### src/rtl/core/mlc_pkg.sv
// Shared types, constants and helpers for the motion light controller.
package mlc_pkg;

  // Tick counter width and configuration word width
  localparam int COUNT_WIDTH   = 17;
  localparam int CFG_WIDTH     = 16;
  localparam int CFG_IDX_WIDTH = 2;
  localparam int CMP_WIDTH     = (COUNT_WIDTH > CFG_WIDTH) ? COUNT_WIDTH : CFG_WIDTH;

  // Register indexes
  localparam logic [CFG_IDX_WIDTH-1:0] REG_MANUAL_HOLD = 2'd0;
  localparam logic [CFG_IDX_WIDTH-1:0] REG_MOTION_HOLD = 2'd1;
  localparam logic [CFG_IDX_WIDTH-1:0] REG_SETTLE      = 2'd2;

  // Register reset values
  localparam logic [CFG_WIDTH-1:0] MANUAL_HOLD_RST = CFG_WIDTH'(15 * 1000);
  localparam logic [CFG_WIDTH-1:0] MOTION_HOLD_RST = CFG_WIDTH'(3 * 1000);
  localparam logic [CFG_WIDTH-1:0] SETTLE_RST      = CFG_WIDTH'(700);

  typedef logic [COUNT_WIDTH-1:0] cnt_t;
  typedef logic [CFG_WIDTH-1:0]   cfg_t;

  // Controller state carried from tick to tick
  typedef struct packed {
    cnt_t ticks_since_manual;
    cnt_t ticks_since_motion;
    cnt_t ticks_since_pulse;
    logic light1_state;
    logic light2_state;
    logic motion_on_latched;
  } mlc_state_t;

  // Configuration values as seen by the tick logic
  typedef struct packed {
    cfg_t manual_hold_ms;
    cfg_t motion_hold_ms;
    cfg_t settle_ms;
  } mlc_cfg_t;

  // One result word
  typedef struct packed {
    logic pulse_light1;
    logic pulse_light2;
    logic light1_on;
    logic light2_on;
    logic motion_active;
    logic manual_event;
  } mlc_result_t;

  // Saturating increment of a tick counter
  function automatic cnt_t sat_inc(input cnt_t v);
    return (v == {COUNT_WIDTH{1'b1}}) ? v : v + cnt_t'(1);
  endfunction

  // Counter strictly above a hold value
  function automatic logic cnt_above(input cnt_t cnt, input cfg_t hold);
    return CMP_WIDTH'(cnt) > CMP_WIDTH'(hold);
  endfunction

endpackage

### src/rtl/core/mlc_if.sv
// Valid/ready channel interfaces for tick input and result words.
interface mlc_in_if;
  logic valid;
  logic ready;
  logic motion_detected;
  logic light1_sense;
  logic light2_sense;

  modport source (output valid, motion_detected, light1_sense, light2_sense, input ready);
  modport sink   (input valid, motion_detected, light1_sense, light2_sense, output ready);
endinterface

interface mlc_out_if;
  logic valid;
  logic ready;
  logic pulse_light1;
  logic pulse_light2;
  logic light1_on;
  logic light2_on;
  logic motion_active;
  logic manual_event;

  modport source (output valid, pulse_light1, pulse_light2, light1_on, light2_on,
                  motion_active, manual_event, input ready);
  modport sink   (input valid, pulse_light1, pulse_light2, light1_on, light2_on,
                  motion_active, manual_event, output ready);
endinterface

### src/rtl/core/mlc_tick.sv
// Combinational next-state and result logic for one millisecond tick.
module mlc_tick (
  input  mlc_pkg::mlc_state_t  state,
  input  mlc_pkg::mlc_cfg_t    cfg,
  input  logic                 motion_detected,
  input  logic                 light1_sense,
  input  logic                 light2_sense,
  output mlc_pkg::mlc_state_t  state_nxt,
  output mlc_pkg::mlc_result_t result
);
  import mlc_pkg::*;

  cnt_t manual_inc;
  cnt_t motion_inc;
  cnt_t pulse_inc;
  logic may_pulse;
  logic accept_motion;
  logic p1;
  logic p2;
  logic latch_nxt;
  cnt_t motion_cnt;
  cnt_t pulse_cnt;
  logic sense_open;
  logic on1;
  logic on2;
  logic chg1;
  logic chg2;

  // Advance all counters
  assign manual_inc = sat_inc(state.ticks_since_manual);
  assign motion_inc = sat_inc(state.ticks_since_motion);
  assign pulse_inc  = sat_inc(state.ticks_since_pulse);

  assign may_pulse     = cnt_above(pulse_inc, cfg.settle_ms);
  assign accept_motion = cnt_above(manual_inc, cfg.manual_hold_ms);

  // Motion handling after the manual lockout: switch on when motion appears, off after hold time
  always_comb begin
    p1         = 1'b0;
    p2         = 1'b0;
    latch_nxt  = state.motion_on_latched;
    motion_cnt = motion_inc;
    if (accept_motion) begin
      if (motion_detected) begin
        if (!state.motion_on_latched && may_pulse) begin
          p1        = !state.light1_state;
          p2        = !state.light2_state;
          latch_nxt = 1'b1;
        end
        motion_cnt = '0;
      end else if (cnt_above(motion_inc, cfg.motion_hold_ms)) begin
        if (may_pulse) begin
          p1 = state.light1_state;
          p2 = state.light2_state;
        end
        latch_nxt = 1'b0;
      end
    end
  end

  // Restart settle window on any pulse
  assign pulse_cnt  = (p1 || p2) ? '0 : pulse_inc;
  assign sense_open = cnt_above(pulse_cnt, cfg.settle_ms);

  // Take manual switch changes once the sense lines have settled
  assign on1  = !light1_sense;
  assign on2  = !light2_sense;
  assign chg1 = sense_open && (on1 != state.light1_state);
  assign chg2 = sense_open && (on2 != state.light2_state);

  always_comb begin
    state_nxt.ticks_since_manual = (chg1 || chg2) ? '0 : manual_inc;
    state_nxt.ticks_since_motion = motion_cnt;
    state_nxt.ticks_since_pulse  = pulse_cnt;
    state_nxt.light1_state       = chg1 ? on1 : state.light1_state;
    state_nxt.light2_state       = chg2 ? on2 : state.light2_state;
    state_nxt.motion_on_latched  = latch_nxt;
  end

  // Assemble result word
  always_comb begin
    result.pulse_light1  = p1;
    result.pulse_light2  = p2;
    result.light1_on     = state_nxt.light1_state;
    result.light2_on     = state_nxt.light2_state;
    result.motion_active = accept_motion && motion_detected;
    result.manual_event  = chg1 || chg2;
  end

endmodule

### src/rtl/core/motion_light_controller.sv
// Motion light controller: one result word per millisecond tick word.
// Each result word is registered, loaded as its tick word is accepted.
// Throughput: one word per cycle unless stalled; the output register frees on a take.
// Input ready drops only while the output register holds a word not yet taken.
// Reset (rst_n low, synchronous): counters and light states clear, registers take
// their default hold times, and the output register empties.
module motion_light_controller (
  input  logic                              clk,
  input  logic                              rst_n,
  mlc_in_if.sink                            in_ch,
  mlc_out_if.source                         out_ch,
  input  logic                              cfg_we,
  input  logic [mlc_pkg::CFG_IDX_WIDTH-1:0] cfg_index,
  input  logic [mlc_pkg::CFG_WIDTH-1:0]     cfg_data
);
  import mlc_pkg::*;

  mlc_state_t  state_r;
  mlc_state_t  state_nxt;
  mlc_cfg_t    cfg_r;
  mlc_result_t result_nxt;
  mlc_result_t result_r;
  logic        out_valid_r;
  logic        in_take;

  // Accept whenever the output register is empty or draining
  assign in_ch.ready = !out_valid_r || out_ch.ready;
  assign in_take     = in_ch.valid && in_ch.ready;

  mlc_tick u_tick (
    .state           (state_r),
    .cfg             (cfg_r),
    .motion_detected (in_ch.motion_detected),
    .light1_sense    (in_ch.light1_sense),
    .light2_sense    (in_ch.light2_sense),
    .state_nxt       (state_nxt),
    .result          (result_nxt)
  );

  // Configuration registers
  always_ff @(posedge clk) begin
    if (!rst_n) begin
      cfg_r.manual_hold_ms <= MANUAL_HOLD_RST;
      cfg_r.motion_hold_ms <= MOTION_HOLD_RST;
      cfg_r.settle_ms      <= SETTLE_RST;
    end else if (cfg_we) begin
      case (cfg_index)
        REG_MANUAL_HOLD: cfg_r.manual_hold_ms <= cfg_data;
        REG_MOTION_HOLD: cfg_r.motion_hold_ms <= cfg_data;
        REG_SETTLE:      cfg_r.settle_ms      <= cfg_data;
        default: ;
      endcase
    end
  end

  // Advance state on each accepted tick
  always_ff @(posedge clk) begin
    if (!rst_n) begin
      state_r <= '0;
    end else if (in_take) begin
      state_r <= state_nxt;
    end
  end

  // Output register valid
  always_ff @(posedge clk) begin
    if (!rst_n) begin
      out_valid_r <= 1'b0;
    end else if (in_take) begin
      out_valid_r <= 1'b1;
    end else if (out_ch.ready) begin
      out_valid_r <= 1'b0;
    end
  end

  // Output register payload
  always_ff @(posedge clk) begin
    if (in_take) begin
      result_r <= result_nxt;
    end
  end

  assign out_ch.valid         = out_valid_r;
  assign out_ch.pulse_light1  = result_r.pulse_light1;
  assign out_ch.pulse_light2  = result_r.pulse_light2;
  assign out_ch.light1_on     = result_r.light1_on;
  assign out_ch.light2_on     = result_r.light2_on;
  assign out_ch.motion_active = result_r.motion_active;
  assign out_ch.manual_event  = result_r.manual_event;

endmodule

### src/flat_wrapper.sv
// flat-port wrapper written by rule: the top's interface ports become plain ports
module motion_light_controller_flat import mlc_pkg::*;
  (clk, rst_n, cfg_we, cfg_index, cfg_data, in_ch_valid, in_ch_motion_detected, in_ch_light1_sense, in_ch_light2_sense, in_ch_ready, out_ch_valid, out_ch_pulse_light1, out_ch_pulse_light2, out_ch_light1_on, out_ch_light2_on, out_ch_motion_active, out_ch_manual_event, out_ch_ready);
  mlc_in_if in_ch_i ();
  mlc_out_if out_ch_i ();
  input  logic clk;
  input  logic rst_n;
  input  logic cfg_we;
  input  logic [mlc_pkg::CFG_IDX_WIDTH-1:0] cfg_index;
  input  logic [mlc_pkg::CFG_WIDTH-1:0] cfg_data;
  input wire logic [$bits(in_ch_i.valid)-1:0] in_ch_valid;
  input wire logic [$bits(in_ch_i.motion_detected)-1:0] in_ch_motion_detected;
  input wire logic [$bits(in_ch_i.light1_sense)-1:0] in_ch_light1_sense;
  input wire logic [$bits(in_ch_i.light2_sense)-1:0] in_ch_light2_sense;
  output wire logic [$bits(in_ch_i.ready)-1:0] in_ch_ready;
  output wire logic [$bits(out_ch_i.valid)-1:0] out_ch_valid;
  output wire logic [$bits(out_ch_i.pulse_light1)-1:0] out_ch_pulse_light1;
  output wire logic [$bits(out_ch_i.pulse_light2)-1:0] out_ch_pulse_light2;
  output wire logic [$bits(out_ch_i.light1_on)-1:0] out_ch_light1_on;
  output wire logic [$bits(out_ch_i.light2_on)-1:0] out_ch_light2_on;
  output wire logic [$bits(out_ch_i.motion_active)-1:0] out_ch_motion_active;
  output wire logic [$bits(out_ch_i.manual_event)-1:0] out_ch_manual_event;
  input wire logic [$bits(out_ch_i.ready)-1:0] out_ch_ready;
  assign in_ch_i.valid = in_ch_valid;
  assign in_ch_i.motion_detected = in_ch_motion_detected;
  assign in_ch_i.light1_sense = in_ch_light1_sense;
  assign in_ch_i.light2_sense = in_ch_light2_sense;
  assign in_ch_ready = in_ch_i.ready;
  assign out_ch_valid = out_ch_i.valid;
  assign out_ch_pulse_light1 = out_ch_i.pulse_light1;
  assign out_ch_pulse_light2 = out_ch_i.pulse_light2;
  assign out_ch_light1_on = out_ch_i.light1_on;
  assign out_ch_light2_on = out_ch_i.light2_on;
  assign out_ch_motion_active = out_ch_i.motion_active;
  assign out_ch_manual_event = out_ch_i.manual_event;
  assign out_ch_i.ready = out_ch_ready;
  motion_light_controller u_core (.clk(clk), .rst_n(rst_n), .in_ch(in_ch_i), .out_ch(out_ch_i), .cfg_we(cfg_we), .cfg_index(cfg_index), .cfg_data(cfg_data));
endmodule
### config.mk
export PLATFORM = sky130hd
export DESIGN_NAME = motion_light_controller_flat
export DESIGN_NICKNAME = d
export VERILOG_FILES = /design/src/rtl/core/mlc_pkg.sv /design/src/rtl/core/mlc_if.sv /design/src/rtl/core/mlc_tick.sv /design/src/rtl/core/motion_light_controller.sv /design/src/flat_wrapper.sv
export SDC_FILE = /design/constraint.sdc
export NUM_CORES = 1
export LEC_CHECK = 0
export BUFFER_PORTS_ARGS = -buffer_cell sky130_fd_sc_hd__buf_2
export CORE_MARGIN = 2
export CORE_UTILIZATION = 50
export CTS_BUF_LIST = sky130_fd_sc_hd__clkbuf_8
export CTS_CLUSTER_DIAMETER = 100
export DETAILED_ROUTE_END_ITERATION = 10
export PLACE_DENSITY = 0.68
export SYNTH_ARGS = -nofsm -noshare
export SYNTH_HDL_FRONTEND = slang
export SYNTH_SLANG_ARGS = --single-unit
### constraint.sdc
create_clock -name clk -period 5.09 [get_ports clk]
set_input_delay 0.7635 -clock clk [delete_from_list [all_inputs] [get_ports clk]]
set_output_delay 0.7635 -clock clk [all_outputs]
set_load 0.03 [all_outputs]
==> flow_summary.toml <==
[clock_network]
clock_path_buffers = 2
cts.reportedPaths.clkPinSlew_ps = 110
clk_latency_ps = 400
cts_hold_buffers = 0
cts.sinks = 109
cts_tree = "done"
htreeDepth = 3
root_buffer = "clkbuf_8"
cts_buffers = 9

[timing]
relSlewSlack_pct = 25.04
fmax_ghz = 0.1870
skew_ps = 15.17
slew_violations = 0
setup_slack_ps = -258.6
setup_viol = 22
hold_violations = 0
rsz0062_at_grt = "yes"
fin_crit_ps = 5349
timing.final.crit_share_pct = 105.1
tightest_slew_ps = 1124

[hold_path]
holdCritPathClass = "flop to flop"
hp-start = "u_core.cfg_r[30]$_SDFFE_PN0P_"
hold_end = "u_core.cfg_r[30]$_SDFFE_PN0P_"
min_path_cells = 2

[synth]
ys_ff_latch = 109
yosys_most_used_dff = "dfxtp_1"
netlist_top_cells_area = "dfxtp_1, ha_1, nand2_1"
netlist.area_leader.share_pct = 29.67
synth_fa_ha_area_share_pct = 12.06
synth-xor-area-share_pct = 5.924
ys_types = 66
yosys.area_share.simple_pct = 23.96
netlist_top_cells_count = "nand2_1, dfxtp_1, a21oi_1"
postSynthAreaPerCell_um2 = 7.870
async_flop_share_pct = 0
ys.warnings.count = 0
syn_nets = 976
yosysMostFrequentCell = "nand2_1"
syn_inst = 883
synthMuxAreaShare_pct = 0.7562
synth_top_family_by_area = "simple AND/OR/NAND/NOR gates"
synth_edf_count = 6
ys_seq_area_share_pct = 32.27
synth_top_cell_by_area = "dfxtp_1"
synth_compound_area_share_pct = 18.49
synth.cell_area_mm2 = 0.006949

[critical_path]
worst-r2r-setup-slack_ps = -260
path_common_cell = "nand4_1"
path_max_fanout = 8
r2r-end = "u_core.state_r[39]$_SDFFE_PN0P_"
max_stage_delay_ps = 350
timing_worst_setup_path_type = "flop to flop"
crit_required_ps = 5360
start_kind = "flop"
end_kind = "flop"
worstSetupStartpoint = "u_core.state_r[9]$_SDFFE_PN0P_"
slowest_stage = "dfxtp_1"
reg2reg_depth = 26
cp.arrival_ps = 5620
r2r_start = "u_core.state_r[9]$_SDFFE_PN0P_"

[floorplanning]
die_area_mm2 = 0.01486
start_util_pct = 50.65
die_x_um = 121.9
core_mm2 = 0.01372
num_io_pins = 34
chipHeight_um = 121.9
std_cell_rows = 43

[global_routing]
grt_pass1_wl_mm = 31.34
grt_pass1_vias = 6298
grt_overflow = 0
grt.total_usage_pct = 26.73
grt_max_degree = 57
antenna_found_initial = 0

[pwr]
switching_share_pct = 27.34
p_per_area_mw_per_mm2 = 189.7
power_frac_clock_pct = 35.4
p_comb_share_pct = 12.2
irDropWorstVdd_mv = 0.1973
power_frac_seq_pct = 52.4
intPower_mw = 1.235
p_leak_nw = 3.975
p_switching_mw = 0.4646
power_mw = 1.699

[route]
ant_nets = 0
drt_iter0_drc = 477
wl_met2_mm = 8.872
routed_wl_mm = 19.61
dr.pass1.iters = 5
vias = 6806
drc = 0
via_per_inst = 5.625
wl_per_cell_um = 16.21
wl_met1_mm = 9.319
wl_met3_mm = 1.083
top_layer = "met4"

[outcome]
violations = "negative setup slack"
status = "complete, but fails checks"

[run]
max_cap_violations = 0

[place]
place_congestion = 0.8628
portBuffers = 33
place_inst = 1177
dp_hpwl_mm = 13.69

[final_layout]
instances_no_fill = 1210
seqCellArea_mm2 = 0.002265
drive_gt1_share_pct = 28.25
num-fill-cells = 1176
nets = 1118
finish.utilization_pct = 65.30
multiInputGateArea_mm2 = 0.004728
area_growth_syn_to_layout_pct = 28.92
n_antenna_cell = 0
## power groups by stage
stage | Clock [mW] | Combinational [mW] | Sequential [mW]
after floorplan | 0 | 0.113 | 0.916
after global placement | 0 | 0.190 | 0.909
after detailed placement | 0 | 0.192 | 0.910
after CTS | 0.610 | 0.195 | 0.891
after global routing | 0.643 | 0.232 | 0.894
final | 0.601 | 0.208 | 0.891
## flip-flops by register name, indices dropped and copies added (netlist names)
name and flops:
u_core.state_r 54, u_core.out_ch.motion_active 1, u_core.out_ch.light2_on 1, u_core.out_ch.light1_on 1, u_core.cfg_r 48, u_core.out_ch.valid 1, u_core.out_ch.manual_event 1, u_core.out_ch.pulse_light2 1
u_core.out_ch.pulse_light1 1
## placed cells by master (no fill, tap or decap), drive strengths merged, types with 4 or more instances in the layout
cell type / count
nand2b: 4
or3: 5
a211oi: 5
o21a: 7
o22ai: 10
o211ai: 26
clkbuf: 10
ha: 67
o21ai: 22
a21oi: 85
xnor2: 23
a21o: 6
and4: 4
dfxtp: 103
and3: 16
nand4: 27
xor2: 24
nor3b: 4
nor3: 5
nor4: 6
nor2: 45
a31o: 4
nor4b: 4
and2: 7
o31ai: 15
nand2: 142
nand3: 49
buf: 171
clkinv: 4
inv: 72
edfxtp: 6
nor2b: 13
## how the worst max path moves through the flow
stage,end,slack (ps),cells after the start
final,u_core.state_r[39]$_SDFFE_PN0P_,-260,26
after global placement,u_core.state_r[39]$_SDFFE_PN0P_,-280,26
after floorplan,u_core.state_r[52]$_SDFFE_PN0P_,-30,26
after detailed placement,u_core.state_r[39]$_SDFFE_PN0P_,-310,26
after global routing,u_core.state_r[48]$_SDFFE_PN0P_,-460,27
after CTS,u_core.state_r[39]$_SDFFE_PN0P_,-70,25
## logic make-up after synthesis
kind of cell | Yosys count
simple gates | 340
compound gates | 200
buf+inv | 115
flops | 109
fa+ha+maj | 67
xor+xnor | 47
mux | 5
## repair_timing
| item | 4_1_cts | 5_1_grt |
|---|---|---|
| setup buffers | 3 | 10 |
| endpoints found under the setup margin | 22 | 22 |
| gates resized for setup | 20 | 49 |
| hold endpoints to repair | 0 | 0 |
| pin swaps | 6 | 52 |
| gates cloned | 3 | 1 |
## cell type report
cell class	instances	area share, %
multi-input combinational	662	52.78
sequential	109	25.28
timing repair buffer	172	13.99
inverter	71	2.975
tap	180	2.514
clock buffer	9	1.383
clock inverter	7	1.075
## routing by layer
layer  track usage, %  vias up
met4            8.261        0
met2            41.10      180
li1                 -     3397
met5                0        -
met1            38.86     3204
met3            3.605       25
## metrics by stage
stage	TNS [ps]	worst slack (ps)	cell area [um^2]	hold WS, ps
final	-4079	-258.6	8959	463.0
after global routing	-8999	-463.3	8959	485.7
after CTS	-843.2	-72.90	8628	462.1
after detailed placement	-5886	-307.0	8247	448.5
after global placement	-4964	-275.5	8247	441.7
after floorplan	-190.3	-28.68	7122	436.3
## critical path, delay by kind of cell, from the launching register on
kind | cells | cell delay [ps]
compound gates | 8 | 1540
xor+xnor | 1 | 180
fa+ha+maj | 2 | 470
buf+inv | 4 | 570
flops | 1 | 350
simple gates | 11 | 2090
No activity file was read; power rests on OpenSTA's default activity.
